<file path="src/rtl/core/minimizer_superkmer_splitter_defines.svh">
// ----------------------------------------------------------------------------
// Assertion macros for the minimizer super-k-mer splitter
// Shared forms for the concurrent checks of the block.
// ----------------------------------------------------------------------------
`ifndef MINIMIZER_SUPERKMER_SPLITTER_DEFINES_SVH
`define MINIMIZER_SUPERKMER_SPLITTER_DEFINES_SVH

// Same-cycle implication, disabled while reset is asserted.
`define MSS_ASSERT_HOLD(lbl, clk, rst_n, ante, cons) \
    lbl: assert property (@(posedge clk) disable iff (!rst_n) (ante) |-> (cons)) \
        else $error("mss: same-cycle check failed");

// Next-cycle implication that also holds across reset.
`define MSS_ASSERT_AFTER(lbl, clk, ante, cons) \
    lbl: assert property (@(posedge clk) (ante) |=> (cons)) \
        else $error("mss: next-cycle check failed");

`endif

</file>
<file path="src/rtl/core/mss_pkg.sv">
// ----------------------------------------------------------------------------
// mss_pkg
// Types and constants shared by the super-k-mer splitter modules.
// ----------------------------------------------------------------------------
`default_nettype none

package mss_pkg;

    localparam int HASH_W   = 64;
    localparam int START_W  = 32;
    localparam int BASES_W  = 8;
    localparam int BUCKET_W = 4;
    localparam int SLOT_W   = 16;
    localparam int CFG_W    = 16;
    localparam int MOD_STEP = 4;
    localparam int MOD_CYC  = HASH_W / MOD_STEP;

    typedef enum logic [1:0] {
        CFG_KMER_LEN = 2'd0,
        CFG_MIN_LEN  = 2'd1,
        CFG_BKT_CNT  = 2'd2,
        CFG_SLOTS    = 2'd3
    } t_cfg_idx;

    // Queued item, already classified by strand.
    typedef struct packed {
        logic [HASH_W-1:0] fwd;
        logic [HASH_W-1:0] rev;
        logic              eos;
        logic [HASH_W-1:0] cand;
        logic              cand_rev;
    } t_item;

    typedef struct packed {
        logic [START_W-1:0]  start;
        logic [BASES_W-1:0]  bases;
        logic                rev;
        logic [BUCKET_W-1:0] bucket;
        logic [SLOT_W-1:0]   slot;
        logic [HASH_W-1:0]   min_hash;
        logic                final_seq;
    } t_result;

endpackage

`default_nettype wire

</file>
<file path="src/rtl/core/mss_item_if.sv">
// ----------------------------------------------------------------------------
// mss_item_if
// Input channel: one m-mer hash pair per item.
// ----------------------------------------------------------------------------
`default_nettype none

interface mss_item_if;
    logic                        valid;
    logic                        ready;
    logic [mss_pkg::HASH_W-1:0]  fwd_hash;
    logic [mss_pkg::HASH_W-1:0]  rev_hash;
    logic                        end_of_sequence;

    modport source(output valid, fwd_hash, rev_hash, end_of_sequence, input ready);
    modport sink(input valid, fwd_hash, rev_hash, end_of_sequence, output ready);
endinterface

`default_nettype wire

</file>
<file path="src/rtl/core/mss_front.sv">
// ----------------------------------------------------------------------------
// mss_front
// Accepts input items, picks the smaller strand hash and queues them.
// ----------------------------------------------------------------------------
`default_nettype none

module mss_front (
    input  wire logic          i_clk,
    input  wire logic          i_rst_n,
    mss_item_if.sink           i_item,
    output mss_pkg::t_item     o_q_item,
    output logic               o_q_valid,
    input  wire logic          i_q_pop
);

    mss_pkg::t_item r_q_mem [2];
    logic           r_wr_ptr;
    logic           r_rd_ptr;
    logic [1:0]     r_count;
    logic           w_push;
    logic           w_pop;
    mss_pkg::t_item w_new;

    assign i_item.ready = (r_count != 2'd2);
    assign w_push       = i_item.valid && i_item.ready;
    assign w_pop        = i_q_pop && (r_count != 2'd0);
    assign o_q_valid    = (r_count != 2'd0);
    assign o_q_item     = r_q_mem[r_rd_ptr];

    // Forward wins a tie between the two strands.
    always_comb begin
        w_new.fwd = i_item.fwd_hash;
        w_new.rev = i_item.rev_hash;
        w_new.eos = i_item.end_of_sequence;
        if (i_item.rev_hash < i_item.fwd_hash) begin
            w_new.cand     = i_item.rev_hash;
            w_new.cand_rev = 1'b1;
        end else begin
            w_new.cand     = i_item.fwd_hash;
            w_new.cand_rev = 1'b0;
        end
    end

    always_ff @(posedge i_clk) begin
        if (w_push) begin
            r_q_mem[r_wr_ptr] <= w_new;
        end
    end

    always_ff @(posedge i_clk) begin
        if (!i_rst_n) begin
            r_wr_ptr <= 1'b0;
            r_rd_ptr <= 1'b0;
            r_count  <= 2'd0;
        end else begin
            if (w_push) begin
                r_wr_ptr <= !r_wr_ptr;
            end
            if (w_pop) begin
                r_rd_ptr <= !r_rd_ptr;
            end
            if (w_push && !w_pop) begin
                r_count <= r_count + 2'd1;
            end else if (w_pop && !w_push) begin
                r_count <= r_count - 2'd1;
            end
        end
    end

endmodule

`default_nettype wire

</file>
<file path="src/flat_wrapper.sv">
// flat-port wrapper written by rule: the top's interface ports become plain ports
module mss_front_flat 
  (i_clk, i_rst_n, o_q_item, o_q_valid, i_q_pop, i_item_valid, i_item_fwd_hash, i_item_rev_hash, i_item_end_of_sequence, i_item_ready);
  mss_item_if i_item_i ();
  input  wire logic i_clk;
  input  wire logic i_rst_n;
  output mss_pkg::t_item o_q_item;
  output logic o_q_valid;
  input  wire logic i_q_pop;
  input wire logic [$bits(i_item_i.valid)-1:0] i_item_valid;
  input wire logic [$bits(i_item_i.fwd_hash)-1:0] i_item_fwd_hash;
  input wire logic [$bits(i_item_i.rev_hash)-1:0] i_item_rev_hash;
  input wire logic [$bits(i_item_i.end_of_sequence)-1:0] i_item_end_of_sequence;
  output wire logic [$bits(i_item_i.ready)-1:0] i_item_ready;
  assign i_item_i.valid = i_item_valid;
  assign i_item_i.fwd_hash = i_item_fwd_hash;
  assign i_item_i.rev_hash = i_item_rev_hash;
  assign i_item_i.end_of_sequence = i_item_end_of_sequence;
  assign i_item_ready = i_item_i.ready;
  mss_front u_core (.i_clk(i_clk), .i_rst_n(i_rst_n), .i_item(i_item_i), .o_q_item(o_q_item), .o_q_valid(o_q_valid), .i_q_pop(i_q_pop));
endmodule
</file>
<file path="config.mk">
export PLATFORM = sky130hd
export DESIGN_NAME = mss_front_flat
export DESIGN_NICKNAME = d
export VERILOG_FILES = /design/src/rtl/core/minimizer_superkmer_splitter_defines.svh /design/src/rtl/core/mss_pkg.sv /design/src/rtl/core/mss_item_if.sv /design/src/rtl/core/mss_front.sv /design/src/flat_wrapper.sv
export SDC_FILE = /design/constraint.sdc
export NUM_CORES = 1
export LEC_CHECK = 0
export ABC_AREA = 1
export BUFFER_PORTS_ARGS = -buffer_cell sky130_fd_sc_hd__buf_2
export CORE_MARGIN = 5
export CORE_UTILIZATION = 50
export CTS_CLUSTER_SIZE = 12
export DETAILED_ROUTE_END_ITERATION = 8
export PLACE_DENSITY = 0.77
export SYNTH_ARGS = -nofsm -noshare
export SYNTH_HDL_FRONTEND = slang
export SYNTH_SLANG_ARGS = --single-unit
</file>
<file path="constraint.sdc">
create_clock -name i_clk -period 10.8 [get_ports i_clk]
set_clock_uncertainty 0.15 [all_clocks]
set_input_delay 1.08 -clock i_clk [delete_from_list [all_inputs] [get_ports i_clk]]
set_output_delay 1.08 -clock i_clk [all_outputs]
set_load 0.05 [all_outputs]
</file>
Yosys cells after proc, flatten, opt, wreduce, memory -nomap -nowiden
Memories as Yosys holds them, arrays and structs flattened. A register that Yosys moved wholly into a read port is not among the register bits. Cells that the tools add are included.

Register bits after elaboration: 4. Bits in writable memories: 388. Output and inout bits: 196. Memories kept: 1.

Memory list: u_core.r_q_mem (depth 2, bits a word 194, read ports 1, clocked after memory_dff 1, wr ports 1, line mss_front.sv:16) `mss_pkg::t_item r_q_mem [2];`.

Add/subtract/negate cells: 2. $lt $le $gt $ge: 1. Eq/ne operators: 1. Multiplexer cells: 7. Reduce and logical (&&, ||, !) cells: 10.

Operators by type and width (count): two-way mux 65 bit (1); less-than comparator 64 bit (1); logical AND 1 bit (4); zero test 1 bit (4); two-way mux 1 bit (4); two-way mux 2 bit (2); nonzero test 2 bit (2); adder 2 x 1 -> 2 bit (second input constant) (1); != test 2 bit (second input constant) (1); subtractor 2 x 1 -> 2 bit (second input constant) (1).

Longest topological paths before layout
Gate-level depths: netlist of run 1.

Depth after elaboration: 6. Gate-level depth with buffers: 18. Depth with buffers taken out: 16.

Worst setup path after synthesis of run 1
OpenSTA, ideal clock, no wires.

Kind: input to register. Start: input i_item_valid. End: memory u_core.r_q_mem[1][0] (netlist name) (enable). Arrival time: 9.256 ns. Path slack: 0.640 ns. Cell stages on the path: 2. Cells stage by stage: nand2_1 nor2_1.

Longest elaborated chain between the ends: 3.

Ends and longest elaborated chain: start: declaration (line flat_wrapper.sv:10) `input wire logic [$bits(i_item_i.valid)-1:0] i_item_valid;`; logical AND 1 bit (line mss_front.sv:25) `assign w_push = i_item.valid && i_item.ready;`; two-way mux 1 bit (line mss_front.sv:45) `if (w_push) begin`; two-way mux 1 bit (implied by the code) (line mss_front.sv:46) `r_q_mem[r_wr_ptr] <= w_new;`; end: declaration (line mss_front.sv:16).

Every way passes these cells.

==> impl_metrics.tcl, run 1 <==
set metrics [dict create \
    numCtsBuffers 42 \
    cp_slowest_cell "buf_12" \
    synth_compound_area_share_pct 1.69 \
    maxSlewViolCount 0 \
    drc 0 \
    start_util_pct 50.6 \
    finalCriticalPeriod_ns 4.00 \
    synth_warnings 0 \
    p_leak_uw 0.00811 \
    powerDensity_nw_per_um2 251 \
    die_h_um 194 \
    coreArea_um2 33500 \
    reg2reg_depth 6 \
    fmax_mhz 250 \
    fin_total_pwr_uw 5070 \
    syn_inst 1111 \
    cts_max_path_buffers 3 \
    ys_seq_area_share_pct 69.2 \
    drt-initial-drc-count 512 \
    place_inst 1854 \
    grt_first_pass_wirelength_mm 59.5 \
    routed_wirelength_mm 38.3 \
    post-synth-top-area-cell "edfxtp_1" \
    ant_nets 0 \
    cp.required_ns 9.57 \
    synth_most_common_cell "edfxtp_1" \
    clk_latency_ns 0.52 \
    syn_area_um2 17000 \
    synthXorXnorAreaFrac_pct 0 \
    synth-simple-area-share_pct 7.69 \
    setup_viol 0 \
    crit_path_end_kind "primary output" \
    die-width_um 194 \
    yosys-top-cells-area "edfxtp_1, mux2_2, ha_1, nand2_1, nand3_1" \
    nNetsFinal 1647 \
    min_period_over_period_pct 37.0 \
    io-pin-count 329 \
    synth_edf_count 388 \
    critPathMaxStageDelay_ns 0.62 \
    async_reset_ff_share_pct 0 \
    arrival_ns 2.77 \
    drive_gt1_share_pct 43.9 \
    io_buffers 328 \
    hold_depth 2 \
    avgRoutedWirePerCell_um 19.9 \
    synth_commonest_cells "edfxtp_1, mux2_2, nand2_1" \
    fin_cells 1923 \
    synth_area_per_cell_um2 15.3 \
    first_pass_iters 5 \
    worst_hold_path_type "flip-flop to flip-flop" \
    slew_headroom_pct 23.3 \
    ir_worst_vdd_v 0.000172 \
    tns_ns 0 \
    hpwl_mm 25.2 \
    place_area_um2 19000 \
    worstPathCellList "buf_12 > mux2_2 > buf_2" \
    ys.flop_type "edfxtp_1" \
    rsz0062_at_grt "no" \
    grt_pass1_vias 10641 \
    synth_mux_area_share_pct 12.9 \
    yosys.area.top_type_share_pct 68.6 \
    yosys_register_bits 393 \
    synth_nets 1308 \
    grt_overflow 0 \
    synth_cell_types 27 \
    via_per_inst 5.31 \
    grt_usage_pct 19.7 \
    rows 67 \
    outcome "complete, no violations" \
    htree_num_levels 2 \
    cts.repair.resized 0 \
    clock_sinks 393 \
    die_area_um2 37700 \
    hold_viol 0 \
    synthAdderAreaFrac_pct 4.72 \
    critical_path_class "flip-flop to primary output" \
    crit_path_max_fanout 170 \
    fin_area_um2 20200 \
    antenna_found_initial 1 \
    root_buffer "clkbuf_16" \
    post_cts_buffers 0 \
    cts_tree "built" \
    vias 10207 \
    finalWeightedCongestion 0.784 \
    postCtsHoldBufs 0 \
    critPathLaunchType "flip-flop" \
    tightest_slew_ns 1.15 \
    clkSlewWorstSetupHoldPaths_ns 0.06 \
    maxCapViolations 0 \
    synth_top_family_by_area "multiplexers" \
    antenna_cells 0 \
    grt_max_degree 171 \
    syn_to_final_growth_pct 19.1 \
]
[cells in the final DEF, fill, tap and decap left out, drive strengths merged]
master    netlist  final
a21oi          37     37
buf            40    338
bufinv          0      2
clkbuf          3     53
clkinv          0     13
clkinvlp        0      1
dfxtp           5      5
edfxtp        388    388
ha             64     64
inv            82     82
mux2          194    194
nand2         181    181
nand3          70     70
nand4           3      3
nor2           20     20
nor3            5      5
o211ai          1      1
o21ai          18     18
[path summary, 6_finish.rpt]
check	from	to	slack, ns
max	flip-flop	o_q_item[38]	6.80
min	u_core.r_rd_ptr	flip-flop	0.32
max reg2reg	u_core.r_count[0]	u_core.r_q_mem[0][186]	7.88
min reg2reg	u_core.r_rd_ptr	flip-flop	0.32
[worst max-delay path: cells and delay by family, from the launching register on]
family                 cells  cell delay (ns)
DFF                        1             0.58
buffers and inverters      2             0.85
muxes                      1             0.47
[flip-flops by register name, indices dropped and copies added, names as in the netlist, named ones only]
signal,count
u_core.r_count,2
u_core.r_q_mem,388
u_core.r_rd_ptr,1
u_core.r_wr_ptr,1
[cell type report]
type                            count  area [um2]
Clock buffer                       53        1160
Clock inverter                     16         121
Fill cell                        2585       13300
Inverter                           82         308
Multi-Input combinational cell    593        4600
Sequential cell                   393       11800
Tap cell                          448         561
Timing Repair Buffer              338        1730
[where the power goes]
part           internal (uW)  total (uW)  leakage [uW]  switching [uW]
clock                    797        1340      0.000622             545
sequential              1960        2010       0.00367            54.3
combinational            437        1720       0.00382            1290
[metrics by stage]
stage / utilization [%] / setup WS, ns / hold WS [ns]
finish: 60.3 / 6.80 / 0.323
detailed placement: 56.5 / 6.72 / 0.311
floorplan: - / 0.640 / 0.297
global route: 60.3 / 6.81 / 0.362
CTS: 60.3 / 6.89 / 0.328
global placement: 56.5 / 6.78 / 0.310
[cells by family after synthesis]
logic type,Yosys count
DFF,393
and+or+nand+nor,279
muxes,194
buffers and inverters,125
adders and majority gates,64
AOI/OAI and AO/OA,56
[layer usage]
| layer | GRT usage [%] | routed length, um |
|---|---|---|
| met1 | 24.8 | 15200 |
| met2 | 33.5 | 19000 |
| met3 | 6.35 | 3400 |
| met4 | 4.82 | 809 |
| met5 | 0 | 7 |
No activity file was read; power rests on OpenSTA's default activity.
==> run 2: changes to the inputs <==
--- a/config.mk
+++ b/config.mk
@@ -8,10 +8,10 @@
 export ABC_AREA = 1
 export BUFFER_PORTS_ARGS = -buffer_cell sky130_fd_sc_hd__buf_2
 export CORE_MARGIN = 5
-export CORE_UTILIZATION = 50
+export CORE_UTILIZATION = 55
 export CTS_CLUSTER_SIZE = 12
 export DETAILED_ROUTE_END_ITERATION = 8
-export PLACE_DENSITY = 0.77
+export PLACE_DENSITY = 0.8
 export SYNTH_ARGS = -nofsm -noshare
 export SYNTH_HDL_FRONTEND = slang
 export SYNTH_SLANG_ARGS = --single-unit
==> constraint.sdc (replaced) <==
create_clock -name i_clk -period 4 [get_ports i_clk]
set_clock_uncertainty 0.15 [all_clocks]
set_input_delay 0.4 -clock i_clk [delete_from_list [all_inputs] [get_ports i_clk]]
set_output_delay 0.4 -clock i_clk [all_outputs]
set_load 0.05 [all_outputs]
==> run 2 against run 1 <==
Effect of this change: worst setup slack got worse by 6.0 ns; power grew to 2.8 times the previous value; via count up 7.3%; design area rose by 7.2%; clock power grew to 2.7 times the previous value; utilization grew 11 points; global-route usage up 3.8 points; sequential share of layout area fell by 3.9 points; critical path type is now input port to flip-flop.
==> impl_metrics.tcl, run 2 (same netlist as run 1, synthesis figures left out) <==
set metrics [dict create \
    critical_path_class "input port to flip-flop" \
    routed_wirelength_mm 41.6 \
    antenna_found_initial 1 \
    top_register "u_core.r_q_mem" \
    met1_usage_pct 28.5 \
    reg2reg_depth 5 \
    hpwl_mm 25.5 \
    outcome "complete, no violations" \
    place_area_um2 19100 \
    via_per_inst 5.43 \
    grt_max_degree 99 \
    arrival_ns 3.44 \
    timing.rr.start "u_core.r_count[0]" \
    reg_top3 "u_core.r_q_mem (388), u_core.r_count (2)" \
    mostFrequentLayoutCell "edfxtp_1" \
    coreArea_um2 30500 \
    finalCriticalPeriod_ns 3.23 \
    grt_busiest_layer "met2" \
    finalWeightedCongestion 0.769 \
    first_pass_iters 5 \
    use_met3_pct 5.63 \
    die_area_um2 34500 \
    ir_worst_vdd_v 0.000514 \
    crit_path_end_kind "flip-flop" \
    start_util_pct 55.7 \
    fin_area_um2 21700 \
    grt_first_pass_wirelength_mm 63.3 \
    crit_path_max_fanout 64 \
    post_cts_buffers 0 \
    grt_util_met2_pct 41.7 \
    largest_reg_flops 388 \
    timing.rr.end "u_core.r_q_mem[1][94]" \
    syn_to_final_growth_pct 27.7 \
    maxCapViolations 0 \
    cts_tree "built" \
    cts.repair.resized 0 \
    drt-initial-drc-count 833 \
    fin_total_pwr_uw 14000 \
    postCtsHoldBufs 130 \
    htree_num_levels 2 \
    tns_ns 0 \
    hold_viol 0 \
    p_leak_uw 0.00874 \
    die-width_um 186 \
    grt_overflow 0 \
    fmax_mhz 310 \
    grt_usage_pct 23.5 \
    slew_headroom_pct 36.0 \
    drive_gt1_share_pct 41.0 \
    grt_pass1_vias 11697 \
    final.setup.worst_slack_ns 0.772 \
    worst_hold_path_type "input port to flip-flop" \
    root_buffer "clkbuf_16" \
    io-pin-count 329 \
    vias 10951 \
    avgRoutedWirePerCell_um 20.6 \
    nNetsFinal 1787 \
    place_ws_ns 0.860 \
    setup_viol 0 \
    numCtsBuffers 42 \
    tightest_slew_ns 0.958 \
    rsz0062_at_grt "no" \
    final_cell_mix "edfxtp_1, buf_2, mux2_2" \
    critPathLaunchType "input port" \
    io_buffers 328 \
    cts_max_path_buffers 3 \
    drc 0 \
    hold_depth 3 \
    ant_nets 0 \
    maxSlewViolCount 0 \
    clock_sinks 393 \
    crit_start "i_item_fwd_hash[57]" \
    rows 64 \
    cp.required_ns 4.22 \
    powerDensity_nw_per_um2 644 \
    min_period_over_period_pct 80.7 \
    clk_latency_ns 0.51 \
    hold_start "i_q_pop" \
    reg2reg_slack_ns 1.71 \
    clkSlewWorstSetupHoldPaths_ns 0.05 \
    die_h_um 186 \
]
[run 2: cell count changes in the layout (fill, tap and decap cells not counted), sizes merged]
cell | previous run | this run
buf | 338 | 348
bufinv | 2 | 1
clkbuf | 53 | 63
clkinv | 13 | 8
diode | 0 | 2
dlygate4sd3 | 0 | 130
[run 2: metal layers]
metal	wire length (um)	vias to the layer above
met3	3460	83
met1	15600	5381
met5	0	-
met4	1290	0
li1	-	5029
met2	21300	458
[run 2: final cells by class]
class	instances	area, um2
flip-flops and latches	393	11800
fillers	1949	8830
multi-input cells	593	4620
repair buffers	478	3190
clock buffers	63	1220
well taps	396	495
inverters	82	310
clock inverters	10	76.3
diodes	2	5.00
[run 2: per-stage QoR]
stage / hold WS [ns] / util [%] / instances
finish: 0.127 / 71.1 / 2017
global placement: 0.295 / 62.5 / 1812
global route: 0.126 / 71.1 / 2016
floorplan: 0.297 / - / 1111
CTS: 0.101 / 71.1 / 2015
detailed placement: 0.307 / 62.5 / 1812
[run 2: worst max-delay path by stage]
| stage | end | slack (ns) | depth (start not counted) |
|---|---|---|---|
| final | u_core.r_q_mem[0][6] | 0.77 | 14 |
| after global routing | u_core.r_q_mem[1][31] | 0.62 | 14 |
| after CTS | u_core.r_q_mem[0][6] | 0.83 | 12 |
| after detailed placement | u_core.r_q_mem[1][35] | 0.86 | 11 |
| after global placement | u_core.r_q_mem[0][20] | 0.94 | 11 |
| after floorplan | u_core.r_q_mem[1][0] | -0.03 | 4 |
[run 2: worst max-delay path: stages]
cell and delay (ns):
dlygate4sd3_1 0.53, buf_2 0.15, inv_1 0.05, ha_1 0.29
nand2_1 0.08, inv_1 0.05, o21ai_1 0.11, a21oi_1 0.07
nor2_1 0.19, o21ai_1 0.19, nor2_4 0.21, buf_4 0.66
nand3_1 0.20, nand2_1 0.15
[run 2: power by group]
part           switching, uW  internal, uW
Sequential               199          5270
Clock                   1480          2170
Combinational           3520          1320
Total                   5210          8760
